--- src/rtl/bba_pkg.sv ---
`timescale 1ns / 1ps
package bba_pkg;

    localparam int MODE_W   = 2;
    localparam int STATUS_W = 2;
    localparam int CFG_IDX_W = 1;

    localparam logic [MODE_W-1:0] MODE_FREE     = 2'd0;
    localparam logic [MODE_W-1:0] MODE_SPLIT    = 2'd1;
    localparam logic [MODE_W-1:0] MODE_OCCUPIED = 2'd2;

    localparam logic [STATUS_W-1:0] ST_OK      = 2'd0;
    localparam logic [STATUS_W-1:0] ST_NOFIT   = 2'd1;
    localparam logic [STATUS_W-1:0] ST_INVALID = 2'd2;

    localparam logic [CFG_IDX_W-1:0] REG_ROOT_ADDRESS   = 1'd0;
    localparam logic [CFG_IDX_W-1:0] REG_ROOT_LOG2_SIZE = 1'd1;

    localparam logic [31:0] MAX_SIZE = 32'h8000_0000;

    typedef struct packed {
        logic                  en;
        logic [MODE_W-1:0]     data;
    } t_mode_wr;

endpackage

--- src/rtl/bba_node_ram.sv ---
`timescale 1ns / 1ps
module bba_node_ram #(
    parameter int ADDR_W = 7,
    parameter int DEPTH  = 127
) (
    input  logic                      i_clk,
    input  bba_pkg::t_mode_wr         i_wr,
    input  logic [ADDR_W-1:0]         i_waddr,
    input  logic [ADDR_W-1:0]         i_raddr,
    output logic [bba_pkg::MODE_W-1:0] o_rdata
);

    logic [bba_pkg::MODE_W-1:0] r_mem [DEPTH];
    logic [bba_pkg::MODE_W-1:0] r_rdata;

    always_ff @(posedge i_clk) begin
        if (i_wr.en) begin
            r_mem[i_waddr] <= i_wr.data;
        end
        r_rdata <= r_mem[i_raddr];
    end

    assign o_rdata = r_rdata;

endmodule

--- src/rtl/buddy_block_allocator.sv ---
`timescale 1ns / 1ps
// Buddy block allocator.
// Input stream (s_axis): one request item = owner id and requested size.
// Output stream (m_axis): one result item per request = block address and status
// (0 allocated, 1 no fitting free block, 2 invalid request).
// Config channel: index 0 root address, index 1 log2 of root size; always ready.
// Sequence: an invalid owner or size goes straight to the output load. A valid
// request is accepted, then the size is rounded (one step per significant bit
// of (size - 1) plus one), then the tree is walked (one step per node visited,
// per backtrack step and per level split), then the address is formed and the
// output loaded. The node state memory has one read port, so the depth-first
// walk visits one node at a time. One request is in flight at a time.
// Reset: the node memory is swept to free, one node per cycle, over all
// 2^(TREE_LEVELS+1) - 1 nodes (127 at the default) while s_axis_tready is low.
// The result sits in an output register; a new request is taken while it waits,
// and the block holds the next result until the receiver takes the first.
module buddy_block_allocator #(
    parameter int TREE_LEVELS = 6
) (
    input  logic                              i_clk,
    input  logic                              i_rst_n,
    input  logic                              s_axis_tvalid,
    output logic                              s_axis_tready,
    input  logic [63:0]                       s_axis_tdata,  // owner_id, request_size
    output logic                              m_axis_tvalid,
    input  logic                              m_axis_tready,
    output logic [39:0]                       m_axis_tdata,  // block_address, status
    input  logic                              i_cfg_valid,
    output logic                              o_cfg_ready,
    input  logic [bba_pkg::CFG_IDX_W-1:0]     i_cfg_index,
    input  logic [31:0]                       i_cfg_data
);

    localparam int IDX_W      = TREE_LEVELS + 1;
    localparam int POS_W      = TREE_LEVELS;
    localparam int LVL_W      = $clog2(TREE_LEVELS + 1);
    localparam int NODE_COUNT = (1 << (TREE_LEVELS + 1)) - 1;
    localparam logic [IDX_W-1:0] LAST_NODE = IDX_W'(NODE_COUNT - 1);
    localparam logic [4:0]       TL5       = 5'(TREE_LEVELS);

    typedef enum logic [2:0] {
        S_CLEAR, S_IDLE, S_SIZE, S_EVAL, S_GROW, S_BACK, S_ADDR, S_FIN
    } t_state;

    t_state r_state, n_state;
    logic [31:0]      r_root_addr;
    logic [4:0]       r_root_log2;
    logic [31:0]      r_val, n_val;
    logic [4:0]       r_k, n_k;
    logic [LVL_W-1:0] r_want, n_want;
    logic [LVL_W-1:0] r_lvl, n_lvl;
    logic [IDX_W-1:0] r_idx, n_idx;
    logic [POS_W-1:0] r_pos, n_pos;
    logic [31:0]      r_addr, n_addr;
    logic [1:0]       r_status, n_status;
    logic             r_ovalid, n_ovalid;
    logic [31:0]      r_oaddr, n_oaddr;
    logic [1:0]       r_ostatus, n_ostatus;

    bba_pkg::t_mode_wr          mode_wr;
    logic [bba_pkg::MODE_W-1:0] mode_rd;

    logic [31:0] in_owner, in_size;
    logic [4:0]  diff, finest, want5, shamt;

    assign in_owner = s_axis_tdata[31:0];
    assign in_size  = s_axis_tdata[63:32];
    assign s_axis_tready = (r_state == S_IDLE);
    assign o_cfg_ready   = 1'b1;
    assign m_axis_tvalid = r_ovalid;
    assign m_axis_tdata  = {6'd0, r_ostatus, r_oaddr};

    assign diff   = r_root_log2 - r_k;
    assign finest = (r_root_log2 < TL5) ? r_root_log2 : TL5;
    assign want5  = (diff > finest) ? finest : diff;
    assign shamt  = r_root_log2 - 5'(r_lvl);

    bba_node_ram #(
        .ADDR_W (IDX_W),
        .DEPTH  (NODE_COUNT)
    ) u_node_ram (
        .i_clk   (i_clk),
        .i_wr    (mode_wr),
        .i_waddr (r_idx),
        .i_raddr (n_idx),
        .o_rdata (mode_rd)
    );

    always_comb begin
        n_state   = r_state;
        n_val     = r_val;
        n_k       = r_k;
        n_want    = r_want;
        n_lvl     = r_lvl;
        n_idx     = r_idx;
        n_pos     = r_pos;
        n_addr    = r_addr;
        n_status  = r_status;
        n_ovalid  = r_ovalid;
        n_oaddr   = r_oaddr;
        n_ostatus = r_ostatus;
        mode_wr   = '{en: 1'b0, data: bba_pkg::MODE_FREE};

        if (r_ovalid && m_axis_tready) begin
            n_ovalid = 1'b0;
        end

        case (r_state)
            S_CLEAR: begin
                mode_wr = '{en: 1'b1, data: bba_pkg::MODE_FREE};
                if (r_idx == LAST_NODE) begin
                    n_state = S_IDLE;
                end else begin
                    n_idx = r_idx + 1'b1;
                end
            end
            S_IDLE: begin
                if (s_axis_tvalid) begin
                    n_addr = '0;
                    n_k    = '0;
                    n_val  = in_size - 1'b1;
                    if (in_owner == '0 || in_size == '0 || in_size > bba_pkg::MAX_SIZE) begin
                        n_status = bba_pkg::ST_INVALID;
                        n_state  = S_FIN;
                    end else begin
                        n_state = S_SIZE;
                    end
                end
            end
            S_SIZE: begin
                if (r_val != '0) begin
                    n_val = r_val >> 1;
                    n_k   = r_k + 1'b1;
                end else if (r_k > r_root_log2) begin
                    n_status = bba_pkg::ST_INVALID;
                    n_state  = S_FIN;
                end else begin
                    n_want  = want5[LVL_W-1:0];
                    n_lvl   = '0;
                    n_idx   = '0;
                    n_pos   = '0;
                    n_state = S_EVAL;
                end
            end
            S_EVAL: begin
                if (mode_rd == bba_pkg::MODE_FREE) begin
                    if (r_lvl == r_want) begin
                        mode_wr = '{en: 1'b1, data: bba_pkg::MODE_OCCUPIED};
                        n_state = S_ADDR;
                    end else begin
                        mode_wr = '{en: 1'b1, data: bba_pkg::MODE_SPLIT};
                        n_idx   = {r_idx[IDX_W-2:0], 1'b1};
                        n_pos   = r_pos << 1;
                        n_lvl   = r_lvl + 1'b1;
                        n_state = S_GROW;
                    end
                end else if (mode_rd == bba_pkg::MODE_SPLIT && r_lvl < r_want) begin
                    n_idx = {r_idx[IDX_W-2:0], 1'b1};
                    n_pos = r_pos << 1;
                    n_lvl = r_lvl + 1'b1;
                end else begin
                    n_state = S_BACK;
                end
            end
            S_GROW: begin
                // children of a free node are always free
                if (r_lvl == r_want) begin
                    mode_wr = '{en: 1'b1, data: bba_pkg::MODE_OCCUPIED};
                    n_state = S_ADDR;
                end else begin
                    mode_wr = '{en: 1'b1, data: bba_pkg::MODE_SPLIT};
                    n_idx   = {r_idx[IDX_W-2:0], 1'b1};
                    n_pos   = r_pos << 1;
                    n_lvl   = r_lvl + 1'b1;
                end
            end
            S_BACK: begin
                if (r_lvl == '0) begin
                    n_status = bba_pkg::ST_NOFIT;
                    n_state  = S_FIN;
                end else if (!r_pos[0]) begin
                    n_idx   = r_idx + 1'b1;
                    n_pos   = r_pos + 1'b1;
                    n_state = S_EVAL;
                end else begin
                    n_idx = (r_idx - 1'b1) >> 1;
                    n_pos = r_pos >> 1;
                    n_lvl = r_lvl - 1'b1;
                end
            end
            S_ADDR: begin
                n_addr   = r_root_addr + (32'(r_pos) << shamt);
                n_status = bba_pkg::ST_OK;
                n_state  = S_FIN;
            end
            S_FIN: begin
                if (!r_ovalid || m_axis_tready) begin
                    n_ovalid  = 1'b1;
                    n_oaddr   = r_addr;
                    n_ostatus = r_status;
                    n_state   = S_IDLE;
                end
            end
            default: begin
                n_state = S_IDLE;
            end
        endcase
    end

    always_ff @(posedge i_clk) begin
        if (!i_rst_n) begin
            r_state     <= S_CLEAR;
            r_idx       <= '0;
            r_ovalid    <= 1'b0;
            r_root_addr <= '0;
            r_root_log2 <= 5'd20;
        end else begin
            r_state  <= n_state;
            r_idx    <= n_idx;
            r_ovalid <= n_ovalid;
            if (i_cfg_valid) begin
                case (i_cfg_index)
                    bba_pkg::REG_ROOT_ADDRESS:   r_root_addr <= i_cfg_data;
                    bba_pkg::REG_ROOT_LOG2_SIZE: r_root_log2 <= i_cfg_data[4:0];
                    default: begin
                    end
                endcase
            end
        end
        r_val     <= n_val;
        r_k       <= n_k;
        r_want    <= n_want;
        r_lvl     <= n_lvl;
        r_pos     <= n_pos;
        r_addr    <= n_addr;
        r_status  <= n_status;
        r_oaddr   <= n_oaddr;
        r_ostatus <= n_ostatus;
    end

endmodule
--- config.mk ---
export PLATFORM = sky130hd
export DESIGN_NAME = buddy_block_allocator
export DESIGN_NICKNAME = d
export VERILOG_FILES = /design/src/rtl/bba_pkg.sv /design/src/rtl/bba_node_ram.sv /design/src/rtl/buddy_block_allocator.sv
export SDC_FILE = /design/constraint.sdc
export NUM_CORES = 1
export LEC_CHECK = 0
export ABC_AREA = 1
export CAP_MARGIN = 15
export CORE_AREA = 2 2 206 208
export DETAILED_ROUTE_END_ITERATION = 10
export DIE_AREA = 0 0 208 210
export DONT_BUFFER_PORTS = 1
export PLACE_DENSITY = 0.77
export SLEW_MARGIN = 25
export SYNTH_ARGS = -nofsm -noshare
export SYNTH_HDL_FRONTEND = slang
export SYNTH_SLANG_ARGS = --single-unit
--- constraint.sdc ---
create_clock -name i_clk -period 8.4 [get_ports i_clk]
set_input_delay 0.42 -clock i_clk [delete_from_list [all_inputs] [get_ports i_clk]]
set_output_delay 0.42 -clock i_clk [all_outputs]
set_load 0.1 [all_outputs]
## Yosys cells after proc, flatten, opt, wreduce, memory -nomap -nowiden

Memories as Yosys holds them, arrays and structs flattened. A register that Yosys moved wholly into a read port is not among the register bits.
Index checks and enable logic that the tools add are counted.

| storage, ports and cells | value |
|---|---|
| word-level logic and storage cells | 147 |
| bits of input ports | 102 |
| flip-flop bits (word level) | 165 |
| memory bits (writable) | 254 |
| output and inout bits | 43 |
| ROM bits | 0 |
| memories | 1 |
| latch bits | 0 |

Memories:

| memory | depth | bits a word | read ports | clocked after Yosys merged registers in | write ports | line | source |
|---|---|---|---|---|---|---|---|
| u_node_ram.r_mem | 127 | 2 | 1 | 1 | 1 | bba_node_ram.sv:13 | `logic [bba_pkg::MODE_W-1:0] r_mem [DEPTH];` |

| operators by class | value |
|---|---|
| $mul | 0 |
| shift-type cells | 1 |
| mux-type cells | 62 |
| order comparisons | 5 |
| add/subtract/negate cells | 10 |
| div/mod/pow operators | 0 |
| equal/unequal tests | 25 |
| reduce and logical (&&, ||, !) cells | 26 |
| bitwise gates (word level) | 3 |

Operators by type and width:

| operator | count |
|---|---|
| one-hot mux 32 bit (2 select lines) | 2 |
| 2-to-1 mux 32 bit | 3 |
| zero test 32 bit | 2 |
| 2-to-1 mux 3 bit | 20 |
| 2-to-1 mux 7 bit | 8 |
| 2-to-1 mux 6 bit | 7 |
| one-hot mux 7 bit (5 select lines) | 1 |
| adder 32 bit | 1 |
| > comparator 32 bit (second input constant) | 1 |
| nonzero test 32 bit | 1 |
| left shift 6 x 5 -> 32 bit | 1 |
| subtractor 32 x 1 -> 32 bit (second input constant) | 1 |
| one-hot mux 3 bit (8 select lines) | 1 |
| one-hot mux 6 bit (4 select lines) | 1 |
| inequality test 2 bit (second input constant) | 11 |
| 2-to-1 mux 5 bit | 3 |
| 2-to-1 mux 2 bit | 7 |
| == test 3 bit (second input constant) | 4 |
| one-hot mux 3 bit (4 select lines) | 1 |
| AND reduction 6 bit | 2 |
| > comparator 5 bit | 2 |
| one-hot mux 5 bit (2 select lines) | 1 |
| inequality test 3 bit (second input constant) | 3 |
| one-hot mux 3 bit (3 select lines) | 1 |
| 30 further kinds | 47 |

## Logic depth before layout (Yosys ltp)

| depth | value |
|---|---|
| word-level depth | 6 |
| mapped depth | 26 |
| gate-level depth less buffers | 26 |

## Hierarchy

From an unflattened synthesis, not the netlist that was laid out.

| unflattened totals | value |
|---|---|
| cell total of the unflattened synthesis | 2550 |
| area, all modules | 22028.6 um^2 |

Modules (own cells, without submodules):

| module | cells an instance | area an instance (um^2) | instances |
|---|---|---|---|
| buddy_block_allocator | 1519 | 11044.3 | 1 |
| bba_node_ram | 1031 | 10984.3 | 1 |

## Worst setup path before layout

Ideal clock, no wire load.

| timing | value |
|---|---|
| kind | reg-to-reg |
| from | register r_state[2] |
| to | register r_k[0] (enable) |
| buffers on the path | 1 |
| setup time | 0.483 ns |
| period minus slack after synthesis | 5.123 ns |
| data required time | 7.917 ns |
| slack | 3.277 ns |
| cell stages (with the launch flop) | 5 |
| data arrival time | 4.640 ns |
| path through | dfxtp_1 -> buf_4 -> nor2_1 -> inv_1 -> o21ai_0 |

| between the ends | value |
|---|---|
| word-level cells in the longest chain between the ends | 3 |
| elaborated cells on any way between the ends | 6 |
| classes of those cells | eq/ne: 4; reduce/logical: 2 |

Ends and longest elaborated chain:

| item | line | source |
|---|---|---|
| from (decl) | buddy_block_allocator.sv:45 | `t_state r_state, n_state;` |
| from (signal assigned) | buddy_block_allocator.sv:218 | `r_state <= n_state;` |
| == test 3 x 1 -> 1 bit (*) | n/a |  |
| via s_axis_tready | buddy_block_allocator.sv:23 | `output logic s_axis_tready,` |
| inequality test 2 bit (no line) / nonzero test 2 bit (equally long branches) | n/a |  |
| AND reduction 3 bit (no line) (*) | n/a |  |
| to (signal assigned) | buddy_block_allocator.sv:231 | `r_k <= n_k;` |
| to (decl) | buddy_block_allocator.sv:49 | `logic [4:0] r_k, n_k;` |

Mark *: on every way through the listed nets, which the timed path passes. The rest lies on a longest branch.
A chain may end at the register's enable or synchronous reset.

## Worst setup path after layout

| timing | value |
|---|---|
| from | register r_state[1] |
| to | register u_node_ram.r_rdata (netlist bit u_node_ram.o_rdata[1]), read port of u_node_ram.r_mem |

| between the ends | value |
|---|---|
| word-level cells in the longest chain between the ends | 2 |
| elaborated cells on any way between the ends | 6 |
| classes of those cells | eq/ne: 4; mux: 1; reduce/logical: 1 |

Ends and longest elaborated chain:

| item | line | source |
|---|---|---|
| == test 3 bit, or another cell as far along | buddy_block_allocator.sv:108 | `case (r_state)` |
| one-hot mux 7 bit (5 select lines) (*) | buddy_block_allocator.sv:108 |  |
| to (decl) | bba_node_ram.sv:14 | `logic [bba_pkg::MODE_W-1:0] r_rdata;` |

Mark *: on every way between the ends. The rest lies on a longest branch, timed or not.

==> impl_metrics.yaml <==
pwr:
  power_mw: 8.47
  seqPwrFrac: 0.321
  p_sw_mw: 3.77
  p_comb_frac: 0.460
  pwr-share-clk: 0.219
  power_switching_share: 0.445
  intPower_mw: 4.70
  vdd_ir_drop_max_mv: 0.283
  p_leak_nw: 10.1
  power.density_mw_per_mm2: 346
worst_setup_path:
  crit_cells: 18
  cp_slowest_stage_delay_ns: 0.79
  critical_path_class: "register to register"
  endpoint: "u_node_ram.o_rdata[1]"
  crit_slowest_cell: "nand2_4"
  path_max_fanout: 84
  reg2reg_slack_ns: 3.46
  r2r-end: "u_node_ram.o_rdata[1]"
  cp_cell_sequence: "nand2_1 > nor2_4 > nand3_1 > nand3_1 > nand2_4 > nand2_4 > buf_4 > clkinv_1 > nand2_1 > nand2_1 > nand2_1 > nand3_1 > nand3_1 > nand3_1 > nand3_1 > nand2_1 > nand2_1 > nand2_1"
  worstPathRequired_ns: 8.86
  critPathLaunch: "r_state[1]"
  arrival_ns: 5.41
  critPathBufInv: 2
  critPathTopFamily: "simple AND/OR/NAND/NOR gates"
  r2r-start: "r_state[1]"
  r2r_cells: 18
  end_kind: "register"
  startpoint_type: "register"
  cp_common_cell: "nand2_1"
logic_synthesis:
  ys_seq_elements: 421
  postSynthCellCount: 2543
  synth.yosys.warnings: 0
  syn_area_mm2: 0.0225
  yosys-top-cells-area: "edfxtp_1 (50%), nand2_1 (7.4%), nand3_1 (6.7%)"
  synth-main-ff-cell: "edfxtp_1"
  ys_seq_area_frac: 0.541
  ys_types: 50
  yosys-top-cells-count: "nand2_1 (444), edfxtp_1 (371), nor2_1 (351)"
  synth_most_common_cell: "nand2_1"
  ys_async_sr_fraction: 0
  syn_avg_cell_area_um2: 8.83
  synth-edff-count: 371
  synth_top_area_frac: 0.496
  synth_top_cell_by_area: "edfxtp_1"
cts:
  cts-buffers-inserted: 44
  cts_tree: "done"
  clock_sinks: 421
  cts.repair.resized: 0
  htree_levels: 2
  postCtsSetupBuffers: 0
  cts_buffer_depth: 3
  path_clk_slew_ns: 0.06
  hold_buffers: 32
  clockRootBuffer: "clkbuf_16"
  clk_latency_ns: 0.58
detailed_routing:
  wl_mm: 58.5
  dr_total_vias: 18000
  firstDrtPassIters: 8
  post-route-drc-count: 0
  avgRoutedWirePerCell_um: 18.8
  via_per_inst: 5.76
  drtIter0Drc: 1730
  final_antenna_net_count: 0
min_path:
  worstHoldPathType: "input pin to register"
place:
  place_worst_setup_slack_ns: 3.58
  gp_congestion: 0.964
  dpl_cell_area_mm2: 0.0228
  portBuffers: 0
  hpwl_mm: 38.3
final_layout:
  area_growth_pct: 9.12
  final_nets: 2703
  multiInputGateArea_mm2: 0.00849
  drive_gt1_frac: 0.0493
  layout.cell_area.non_filler_mm2: 0.0245
  seqCellArea_mm2: 0.0121
  diodes: 0
  fillCellCount: 3546
grt:
  grt_remaining_overflow: 0
  grt_max_degree: 119
  grt_busiest_layer: "met2"
  antenna_found_initial: 0
  use_met1: 0.348
  grt_pass1_vias: 17400
  grt_pass1_wl_mm: 91.5
  grtUsageMet3: 0.0535
  grt_util_met2: 0.435
  grtUsageTotal: 0.264
sta:
  setup_slack_ns: 3.46
  finalSetupTns_ns: 0
  rsz0062_at_grt: "no"
  fmax_mhz: 202
  period_needed_ns: 4.94
  period_share: 0.588
  maxSlewHeadroom: 0.342
  final_hold_viol_count: 0
  worst_pin_slew_ns: 0.984
  whs_ns: 0.0236
  drv_slew: 0
  setup_viol: 0
  fin_skew_ns: 0.0240
run_status:
  status: "finished, final reports clean"
floorplanning:
  fp.dieW_um: 208
  die_area_mm2: 0.0437
  initial_core_util: 0.541
  pin_count: 145
  num_rows: 75
  fp.dieH_um: 210
  core_mm2: 0.0415
job:
  drv_cap: 0
## final cells by class
type,instances,area share
Clock inverter,28,0.00786
Tap cell,539,0.0275
Clock buffer,54,0.0473
Multi-Input combinational cell,1665,0.346
Sequential cell,421,0.496
Timing Repair Buffer,52,0.0205
Inverter,358,0.0548
## sequential cells by signal, summed over array words and instances (netlist names)
signal	cells
r_lvl	3
r_root_log2	5
r_pos	6
u_node_ram.r_mem	254
r_k	5
r_addr	32
m_axis_tvalid	1
u_node_ram.o_rdata	2
r_val	32
r_root_addr	32
r_want	3
r_ostatus	2
r_oaddr	32
r_status	2
r_idx	7
r_state	3
## cell usage in the layout, fill, tap and decap left out, types with 17 or more instances in the layout
cell           synthesis  layout
nand2_1              444     442
edfxtp_1             371     371
nor2_1               351     348
inv_1                338     337
nand3_1              302     302
o21ai_0              137     135
nand3b_1             100     100
a21oi_1               91      91
ha_1                  56      56
dfxtp_1               50      50
clkbuf_16              0      45
dlygate4sd3_1          0      31
nor3_1                19      19
xor2_1                17      17
a31oi_1               17      17
clkinv_1               5      17
buf_4                 14      17
## how the worst min path moves through the flow
stage,startpoint,slack [ns],cells after the start,to
floorplan,r_addr[0],0.40,0,r_oaddr[0]
detailed placement,r_addr[1],0.41,0,r_oaddr[1]
CTS,i_cfg_data[1],0.0003,2,r_root_log2[1]
global placement,r_addr[5],0.40,0,r_oaddr[5]
finish,i_cfg_data[9],0.02,2,r_root_addr[9]
global route,i_rst_n,0.02,2,r_root_log2[3]
## metal layers
metal	vias to the layer above	wire length, µm
li1	8528	-
met1	8424	23500
met4	0	2190
met5	-	0
met2	852	27500
met3	154	5300
## power by group through the flow
stage	sequential, mW	combinational [mW]	clock (mW)
2_1_floorplan	2.70	2.89	0
3_3_place_gp	2.75	3.67	0
3_5_place_dp	2.75	3.79	0
4_1_cts	2.71	3.83	1.87
5_1_grt	2.74	4.31	1.96
6_report	2.72	3.90	1.85
## metrics by stage
| stage | instances | utilization |
|---|---|---|
| global placement | 3001 | 0.549 |
| global route | 3117 | 0.591 |
| floorplan | 2550 | - |
| CTS | 3116 | 0.590 |
| finish | 3117 | 0.591 |
| detailed placement | 3002 | 0.550 |
## logic make-up (layout without fill, tap and decap cells)
logic type / Yosys count / after routing / share of synthesized area
AO/OA/AOI/OAI: 311 / 311 / 0.0778
multiplexers: 1 / 1 / 0.000446
XOR/XNOR: 27 / 27 / 0.0105
buffers and inverters: 464 / 492 / 0.0852
flip-flops: 421 / 421 / 0.541
other: 2 / 9 / 0.000334
adder cells (fa/ha/maj): 59 / 59 / 0.0339
AND/OR/NAND/NOR: 1258 / 1258 / 0.251
(Power assumes the default switching activity.)
